$ cat config.mk
export PLATFORM = sky130hd
export DESIGN_NAME = sync_length_frame_extractor_unit
export DESIGN_NICKNAME = d
export VERILOG_FILES = /design/src/sv/slfe_pkg.sv /design/src/sv/sync_length_frame_extractor_unit.sv /design/src/sv/slfe_front.sv /design/src/sv/slfe_queue.sv /design/src/sv/slfe_back.sv
export SDC_FILE = /design/constraint.sdc
export NUM_CORES = 1
export LEC_CHECK = 0
export ABC_AREA = 1
export BUFFER_PORTS_ARGS = -buffer_cell sky130_fd_sc_hd__clkbuf_2
export CAP_MARGIN = 25
export CORE_AREA = 8 8 122 208
export DETAILED_ROUTE_END_ITERATION = 8
export DIE_AREA = 0 0 130 216
export GPL_TIMING_DRIVEN = 1
export PLACE_DENSITY_LB_ADDON = 0.08
export SLEW_MARGIN = 10
export SYNTH_ARGS = -nofsm -noshare
export SYNTH_HDL_FRONTEND = slang
export SYNTH_SLANG_ARGS = --single-unit
export TNS_END_PERCENT = 20
$ cat constraint.sdc
create_clock -name clk_i -period 4.9 [get_ports clk_i]
set_input_delay 0.98 -clock clk_i [delete_from_list [all_inputs] [get_ports clk_i]]
set_output_delay 0.98 -clock clk_i [all_outputs]
set_load 0.02 [all_outputs]
$ cat src/sv/slfe_pkg.sv
// Shared types and constants of the sync and length field frame extractor.
`timescale 1ns / 1ps

package slfe_pkg;

  localparam int unsigned HEADER_BYTES_DEF = 4;
  localparam int unsigned QUEUE_DEPTH_DEF  = 4;

  localparam int unsigned BYTE_W  = 8;
  localparam int unsigned POS_W   = 9;
  localparam int unsigned CFG_IDX_W = 2;

  localparam logic [BYTE_W-1:0] SYNC_VALUE_RESET  = 8'hAA;
  localparam logic [BYTE_W-1:0] MAX_PAYLOAD_RESET = 8'd70;

  typedef enum logic [CFG_IDX_W-1:0] {
    CFG_SYNC_VALUE  = 2'd0,
    CFG_MAX_PAYLOAD = 2'd1
  } cfg_index_e;

  typedef enum logic {
    KIND_HEADER = 1'b0,
    KIND_DATA   = 1'b1
  } entry_kind_e;

  typedef struct packed {
    entry_kind_e        kind;
    logic               last;
    logic [POS_W-1:0]   pos;
  } entry_info_t;

endpackage

$ cat src/sv/sync_length_frame_extractor_unit.sv
// Top level of the sync byte and length field frame extractor.
// A payload byte passes through the queue and then the output register on its way to the output.
// A header run appears HEADER_BYTES results long, one per cycle while the output is not stalled.
// Throughput: one input byte per cycle while the queue is not full; the back end emits a
// header run byte by byte while a QUEUE_DEPTH entry queue takes the bytes that follow.
// Reset: hunting for sync, sync value 0xAA, maximum payload 70, queue and output empty.
`timescale 1ns / 1ps

module sync_length_frame_extractor_unit #(
  parameter int unsigned HEADER_BYTES = slfe_pkg::HEADER_BYTES_DEF,
  parameter int unsigned QUEUE_DEPTH  = slfe_pkg::QUEUE_DEPTH_DEF
) (
  input  logic                           clk_i,
  input  logic                           rst_ni,
  input  logic                           cfg_valid_i,
  output logic                           cfg_ready_o,
  input  logic [slfe_pkg::CFG_IDX_W-1:0] cfg_index_i,
  input  logic [slfe_pkg::BYTE_W-1:0]    cfg_data_i,
  input  logic                           s_axis_tvalid_i,
  output logic                           s_axis_tready_o,
  // [7:0] rx_byte
  input  logic [7:0]                     s_axis_tdata_i,
  output logic                           m_axis_tvalid_o,
  input  logic                           m_axis_tready_i,
  // [7:0] frame_byte, [16:8] byte_position, [23:17] zero
  output logic [23:0]                    m_axis_tdata_o,
  output logic                           m_axis_tlast_o
);
  import slfe_pkg::*;

  logic                                 accept, push, full, pop, head_valid;
  entry_info_t                          push_info, head_info;
  logic [HEADER_BYTES-1:0][BYTE_W-1:0]  push_bytes, head_bytes;
  logic [BYTE_W-1:0]                    out_byte;
  logic [POS_W-1:0]                     out_pos;

  assign cfg_ready_o     = 1'b1;
  assign s_axis_tready_o = !full;
  assign accept          = s_axis_tvalid_i && s_axis_tready_o;

  slfe_front #(.HEADER_BYTES(HEADER_BYTES)) u_front (
    .clk_i        (clk_i),
    .rst_ni       (rst_ni),
    .cfg_valid_i  (cfg_valid_i),
    .cfg_index_i  (cfg_index_i),
    .cfg_data_i   (cfg_data_i),
    .accept_i     (accept),
    .rx_byte_i    (s_axis_tdata_i),
    .push_o       (push),
    .push_info_o  (push_info),
    .push_bytes_o (push_bytes)
  );

  slfe_queue #(.HEADER_BYTES(HEADER_BYTES), .QUEUE_DEPTH(QUEUE_DEPTH)) u_queue (
    .clk_i        (clk_i),
    .rst_ni       (rst_ni),
    .push_i       (push),
    .push_info_i  (push_info),
    .push_bytes_i (push_bytes),
    .full_o       (full),
    .pop_i        (pop),
    .head_valid_o (head_valid),
    .head_info_o  (head_info),
    .head_bytes_o (head_bytes)
  );

  slfe_back #(.HEADER_BYTES(HEADER_BYTES)) u_back (
    .clk_i        (clk_i),
    .rst_ni       (rst_ni),
    .head_valid_i (head_valid),
    .head_info_i  (head_info),
    .head_bytes_i (head_bytes),
    .pop_o        (pop),
    .out_valid_o  (m_axis_tvalid_o),
    .out_ready_i  (m_axis_tready_i),
    .out_byte_o   (out_byte),
    .out_pos_o    (out_pos),
    .out_last_o   (m_axis_tlast_o)
  );

  assign m_axis_tdata_o = {7'd0, out_pos, out_byte};

  // The front end never pushes into a full queue.
  assert property (@(posedge clk_i) disable iff (!rst_ni) full |-> !push)
    else $error("entry pushed into a full queue");

  // The back end never pops an empty queue.
  assert property (@(posedge clk_i) disable iff (!rst_ni) pop |-> head_valid)
    else $error("pop from an empty queue");

  // A frame never ends inside its header run.
  assert property (@(posedge clk_i) disable iff (!rst_ni)
    (m_axis_tvalid_o && m_axis_tlast_o) |-> (out_pos >= POS_W'(HEADER_BYTES - 1)))
    else $error("frame end before the header is complete");

endmodule

$ cat src/sv/slfe_front.sv
// Front end: configuration registers, sync hunt, header gathering and payload classification.
`timescale 1ns / 1ps

module slfe_front #(
  parameter int unsigned HEADER_BYTES = slfe_pkg::HEADER_BYTES_DEF
) (
  input  logic                                   clk_i,
  input  logic                                   rst_ni,
  input  logic                                   cfg_valid_i,
  input  logic [slfe_pkg::CFG_IDX_W-1:0]         cfg_index_i,
  input  logic [slfe_pkg::BYTE_W-1:0]            cfg_data_i,
  input  logic                                   accept_i,
  input  logic [slfe_pkg::BYTE_W-1:0]            rx_byte_i,
  output logic                                   push_o,
  output slfe_pkg::entry_info_t                  push_info_o,
  output logic [HEADER_BYTES-1:0][slfe_pkg::BYTE_W-1:0] push_bytes_o
);
  import slfe_pkg::*;

  localparam int unsigned CW = $clog2(HEADER_BYTES);

  typedef enum logic [1:0] {
    PH_HUNT = 2'd0,
    PH_HEAD = 2'd1,
    PH_DATA = 2'd2
  } phase_e;

  phase_e                  phase_q, phase_d;
  logic [CW-1:0]           hcnt_q, hcnt_d;
  logic [BYTE_W-1:0]       rem_q, rem_d;
  logic [POS_W-1:0]        pos_q, pos_d;
  logic [BYTE_W-1:0]       sync_q, max_q;
  logic [HEADER_BYTES-2:0][BYTE_W-1:0] store_q;
  logic [BYTE_W-1:0]       rem_dec;
  logic                    data_last;

  always_ff @(posedge clk_i or negedge rst_ni) begin
    if (!rst_ni) begin
      sync_q <= SYNC_VALUE_RESET;
      max_q  <= MAX_PAYLOAD_RESET;
    end else if (cfg_valid_i) begin
      if (cfg_index_i == CFG_SYNC_VALUE) begin
        sync_q <= cfg_data_i;
      end else if (cfg_index_i == CFG_MAX_PAYLOAD) begin
        max_q <= cfg_data_i;
      end
    end
  end

  always_ff @(posedge clk_i) begin
    if (accept_i && phase_q == PH_HEAD) begin
      for (int k = 0; k < HEADER_BYTES - 1; k++) begin
        if (hcnt_q == CW'(k)) begin
          store_q[k] <= rx_byte_i;
        end
      end
    end
  end

  assign rem_dec   = (rem_q != '0) ? rem_q - 1'b1 : rem_q;
  assign data_last = (rem_dec == '0);

  always_comb begin
    phase_d      = phase_q;
    hcnt_d       = hcnt_q;
    rem_d        = rem_q;
    pos_d        = pos_q;
    push_o       = 1'b0;
    push_info_o  = '{kind: KIND_DATA, last: 1'b0, pos: '0};
    push_bytes_o = '0;
    push_bytes_o[0] = rx_byte_i;
    if (accept_i) begin
      case (phase_q)
        PH_HEAD: begin
          if (hcnt_q == CW'(HEADER_BYTES - 2)) begin
            hcnt_d = '0;
            if (rx_byte_i > max_q) begin
              phase_d = PH_HUNT;
            end else begin
              push_o           = 1'b1;
              push_info_o.kind = KIND_HEADER;
              push_info_o.last = (rx_byte_i == '0);
              push_bytes_o[0]  = sync_q;
              for (int k = 1; k < HEADER_BYTES - 1; k++) begin
                push_bytes_o[k] = store_q[k-1];
              end
              push_bytes_o[HEADER_BYTES-1] = rx_byte_i;
              phase_d = (rx_byte_i == '0) ? PH_HUNT : PH_DATA;
              rem_d   = rx_byte_i;
              pos_d   = POS_W'(HEADER_BYTES);
            end
          end else begin
            hcnt_d = hcnt_q + 1'b1;
          end
        end
        PH_DATA: begin
          push_o           = 1'b1;
          push_info_o.kind = KIND_DATA;
          push_info_o.last = data_last;
          push_info_o.pos  = pos_q;
          rem_d            = rem_dec;
          if (data_last) begin
            phase_d = PH_HUNT;
            pos_d   = '0;
          end else begin
            pos_d = pos_q + 1'b1;
          end
        end
        default: begin
          phase_d = PH_HUNT;
          if (rx_byte_i == sync_q) begin
            phase_d = PH_HEAD;
            hcnt_d  = '0;
          end
        end
      endcase
    end
  end

  always_ff @(posedge clk_i or negedge rst_ni) begin
    if (!rst_ni) begin
      phase_q <= PH_HUNT;
      hcnt_q  <= '0;
      rem_q   <= '0;
      pos_q   <= '0;
    end else begin
      phase_q <= phase_d;
      hcnt_q  <= hcnt_d;
      rem_q   <= rem_d;
      pos_q   <= pos_d;
    end
  end

endmodule

$ cat src/sv/slfe_queue.sv
// Short queue of classified entries between the front end and the back end.
`timescale 1ns / 1ps

module slfe_queue #(
  parameter int unsigned HEADER_BYTES = slfe_pkg::HEADER_BYTES_DEF,
  parameter int unsigned QUEUE_DEPTH  = slfe_pkg::QUEUE_DEPTH_DEF
) (
  input  logic                                   clk_i,
  input  logic                                   rst_ni,
  input  logic                                   push_i,
  input  slfe_pkg::entry_info_t                  push_info_i,
  input  logic [HEADER_BYTES-1:0][slfe_pkg::BYTE_W-1:0] push_bytes_i,
  output logic                                   full_o,
  input  logic                                   pop_i,
  output logic                                   head_valid_o,
  output slfe_pkg::entry_info_t                  head_info_o,
  output logic [HEADER_BYTES-1:0][slfe_pkg::BYTE_W-1:0] head_bytes_o
);
  import slfe_pkg::*;

  localparam int unsigned AW = $clog2(QUEUE_DEPTH);

  entry_info_t                              info_q  [QUEUE_DEPTH];
  logic [HEADER_BYTES-1:0][BYTE_W-1:0]      bytes_q [QUEUE_DEPTH];
  logic [AW:0]                              wr_ptr_q, rd_ptr_q;

  assign head_valid_o = (wr_ptr_q != rd_ptr_q);
  assign full_o       = (wr_ptr_q[AW] != rd_ptr_q[AW]) &&
                        (wr_ptr_q[AW-1:0] == rd_ptr_q[AW-1:0]);
  assign head_info_o  = info_q[rd_ptr_q[AW-1:0]];
  assign head_bytes_o = bytes_q[rd_ptr_q[AW-1:0]];

  always_ff @(posedge clk_i) begin
    if (push_i) begin
      info_q[wr_ptr_q[AW-1:0]]  <= push_info_i;
      bytes_q[wr_ptr_q[AW-1:0]] <= push_bytes_i;
    end
  end

  always_ff @(posedge clk_i or negedge rst_ni) begin
    if (!rst_ni) begin
      wr_ptr_q <= '0;
      rd_ptr_q <= '0;
    end else begin
      if (push_i) begin
        wr_ptr_q <= wr_ptr_q + 1'b1;
      end
      if (pop_i) begin
        rd_ptr_q <= rd_ptr_q + 1'b1;
      end
    end
  end

endmodule

$ cat src/sv/slfe_back.sv
// Back end: expands queue entries into frame bytes and holds them in the output register.
`timescale 1ns / 1ps

module slfe_back #(
  parameter int unsigned HEADER_BYTES = slfe_pkg::HEADER_BYTES_DEF
) (
  input  logic                                   clk_i,
  input  logic                                   rst_ni,
  input  logic                                   head_valid_i,
  input  slfe_pkg::entry_info_t                  head_info_i,
  input  logic [HEADER_BYTES-1:0][slfe_pkg::BYTE_W-1:0] head_bytes_i,
  output logic                                   pop_o,
  output logic                                   out_valid_o,
  input  logic                                   out_ready_i,
  output logic [slfe_pkg::BYTE_W-1:0]            out_byte_o,
  output logic [slfe_pkg::POS_W-1:0]             out_pos_o,
  output logic                                   out_last_o
);
  import slfe_pkg::*;

  localparam int unsigned IW = $clog2(HEADER_BYTES);

  logic [IW-1:0]     idx_q, idx_d;
  logic              out_valid_q;
  logic [BYTE_W-1:0] out_byte_q;
  logic [POS_W-1:0]  out_pos_q;
  logic              out_last_q;
  logic              load, take, is_end, is_header;

  assign load      = !out_valid_q || out_ready_i;
  assign take      = head_valid_i && load;
  assign is_header = (head_info_i.kind == KIND_HEADER);
  assign is_end    = !is_header || (idx_q == IW'(HEADER_BYTES - 1));
  assign pop_o     = take && is_end;

  always_comb begin
    idx_d = idx_q;
    if (take) begin
      idx_d = is_end ? '0 : idx_q + 1'b1;
    end
  end

  always_ff @(posedge clk_i) begin
    if (take) begin
      out_byte_q <= head_bytes_i[idx_q];
      out_pos_q  <= is_header ? POS_W'(idx_q) : head_info_i.pos;
      out_last_q <= is_end && head_info_i.last;
    end
  end

  always_ff @(posedge clk_i or negedge rst_ni) begin
    if (!rst_ni) begin
      idx_q       <= '0;
      out_valid_q <= 1'b0;
    end else begin
      idx_q <= idx_d;
      if (load) begin
        out_valid_q <= head_valid_i;
      end
    end
  end

  assign out_valid_o = out_valid_q;
  assign out_byte_o  = out_byte_q;
  assign out_pos_o   = out_pos_q;
  assign out_last_o  = out_last_q;

endmodule

==> run metrics <==
Power Density 481 nW/um^2; P_sw 2020 uW; CTS tree yes; RSZ-0062 raised after global routing no; Hold WC Path Type reg2reg; Pre-antenna DRT Iters 5; ratio of cells with drive above 1 in the final layout 0.129; Worst EP required 5110 ps; Worst R2R Setup Slack around 1400 ps; number of clock sinks 252; post-route worst setup slack 1380 ps; CP Buf/Inv Count 3; GRT overflow 0; GPL Wtd Cong about 0.82; clk_lat worst skew 510 ps; reg2reg end u_queue.bytes_q[0][10]; crit-path most repeated cell nand2_1; Post-Synth Simple-Gate Area 0.135; worst r2r src u_front.phase_q[0]; die area approximately 28000 um^2; DR iter-0 viols 549; LEAKAGE 0.00478 uW; reg2reg path depth 7; Worst path slowest cell nor2_4; setup TNS 0 ps; CP arrival between 3000 and 4000 ps; sequential power share 0.445; Final Setup Violations 0; Max Clk Rate 284 MHz; mux contribution to synthesized area 0; Peak VDD IR 0.000291 V; Final Max Tran Viols 0; drt total wl 26.7 mm; Core ar. 22600 um^2; CP Cell Sequence inv_1 > ha_1 > clkinv_1 > nand2_1 > nand2_1 > nor2_4 > buf_4; synthesis-stage register bit count 252; Die X 130 um; Net Sw Frac 0.343; met1 usage 0.228; post-CTS sizing 0; WS Path Type reg2reg; Via density 5.34; Period minus WS final 3520 ps; share of the synthesized area in the top cell type 0.559; Hold Path Depth 2; cell row count 73; post-DR wirelength/cell 19.9 um; CP Max Fanout 24; M3 GR Usage 0.0247; Clock power frac 0.283; Commonest cells post-synth 206 x edfxtp_1, 150 x nor2_1, 136 x nand2_1; Yosys warnings 0; element type at the critical path end register; total power slightly below 6000 uW; Final #Nets about 1100; Post-synth EDFFs 206; Yosys cell types 43; input/output buffers 42; most common cell in the netlist edfxtp_1; CTS clk-pin slew, worst paths roughly 70 ps; delay-heaviest family, CP simple AND/OR/NAND/NOR gates; crit-path max cell delay around 700 ps; average cell area after synthesis 11.2 um^2; ys flop type edfxtp_1; Die Y 216 um; Synth Area in XOR/XNOR 0.0172; Synth Area in Compound Gates 0.105; Synth Instances 988; largest net degree at the start of global routing 72; synthesis-to-finish area growth 11.0%; Tcrit/Tclk final 0.719; status finished clean; total track usage 0.196; Adder-Cell Fraction of Synth Area 0.0203; Max Buffers Root-to-Sink 3; actual slew at the worst max-slew pin approximately 910 ps; sequential share of the synthesized area 0.664; Slew headroom 0.392; layer with the highest usage met2; Comb power frac 0.272; Initial Utilization 0.491; CTS root buf clkbuf_16; # hold bufs at CTS 0; Final HPWL DP 18.0 mm; Int Power about 3900 uW; Inserted Clock Buffers 23; DP Worst Slack 997 ps; Hold Crit Start u_front.max_q[7]; worst-case hold path end point u_front.max_q[7]; vias in the first global route 7378; largest family of logic cells by synthesized area simple AND/OR/NAND/NOR gates; vias post-DR 7149; GR Util met2 0.362; initial antenna violation count 0; setup bufs post-CTS 0; dominant cells by area after synthesis edfxtp_1 56%, dfrtp_1 8.8%, nor2_1 5.1%; Final Hold Viols 0; num ports 51; Yosys top cell by area edfxtp_1; skew final 9.80 ps; first-pass GRT wire length approximately 42 mm; Detail Route Antenna Nets 0; async set-reset flop share out of synthesis 0.183; Max-Cap Viols 0; CP startpoint kind register; Antenna Cells 0; Post-Syn Area ~11000 um^2; H-tree Lvls 1; DRC viols 0
-- cells by family (layout without fill, tap and decap cells) --
family | Yosys count | in the layout
AOI/OAI and AO/OA | 198 | 198
xor gates and xnor gates | 20 | 20
adders and majority gates | 18 | 18
buffers and inverters | 145 | 191
DFF | 252 | 252
other | 2 | 8
and+or+nand+nor | 353 | 353
-- worst max-delay path by stage --
stage | start | end | slack [ps] | cells after the start
after floorplan | s_axis_tdata_i[7] | u_queue.bytes_q[0][0] | 610 | 9
after global placement | s_axis_tdata_i[7] | u_queue.bytes_q[0][18] | 1030 | 11
after detailed placement | s_axis_tdata_i[7] | u_queue.bytes_q[0][14] | 1000 | 11
after CTS | u_front.phase_q[0] | u_queue.bytes_q[0][21] | 1320 | 7
after global routing | u_front.phase_q[0] | u_queue.info_q[0][7] | 1010 | 7
final | u_front.phase_q[0] | u_queue.bytes_q[0][10] | 1380 | 7
-- flip-flops by register name (all words and copies together), names as in the netlist, 8 cells and up --
signal             cells
u_queue.bytes_q      128
u_back.out_pos_o       9
u_front.sync_q         8
u_front.max_q          8
u_front.rem_q          8
u_queue.info_q        44
u_back.out_byte_o      8
u_front.pos_q          9
u_front.store_q       16
-- worst reg2reg max path, cell delays in order (launching register included) --
cell      delay [ps]
dfrtp_1          400
inv_1             60
ha_1             550
clkinv_1         590
nand2_1          290
nand2_1          310
nor2_4           690
buf_4            340
-- power groups by stage --
stage	logic (uW)	clock network [uW]	registers (uW)
CTS	1640	1700	2630
floorplan	1040	0	2710
global placement	1610	0	2670
finish	1610	1670	2630
detailed placement	1640	0	2670
global route	1780	1780	2640
-- through the flow --
stage,hold slack [ps],util,cell area (um^2),std cells
3_3_place_gp,470,0.513,11600,1298
3_5_place_dp,480,0.514,11600,1299
4_1_cts,496,0.544,12300,1340
5_1_grt,515,0.544,12300,1340
2_1_floorplan,453,-,11100,994
6_report,487,0.544,12300,1340
-- layout make-up --
cell class / instances / area [um^2]
clock inverter: 10 / 76.3
clock buffer: 31 / 616
multi-input combinational: 597 / 3130
timing repair buffer: 57 / 380
sequential: 252 / 7350
tap: 300 / 375
inverter: 93 / 354
fill: 2009 / 10300
-- per-layer routing --
layer / part of all wire / vias to the layer above
met5: 0 / -
met4: 0.023 / 0
met3: 0.043 / 46
met2: 0.55 / 161
met1: 0.39 / 3467
li1: - / 3475
-- layout by cell type (no fill, tap or decap), drive strengths merged, types with 15 or more instances in the layout --
cell type    n
edfxtp     206
nor2       157
nand2      143
o21ai      128
inv         91
clkbuf      73
dfrtp       39
nand3       36
o221ai      24
o22ai       19
xor2        19
ha          18
a21oi       16
buf         15
Power figures use the tool's default switching activity.
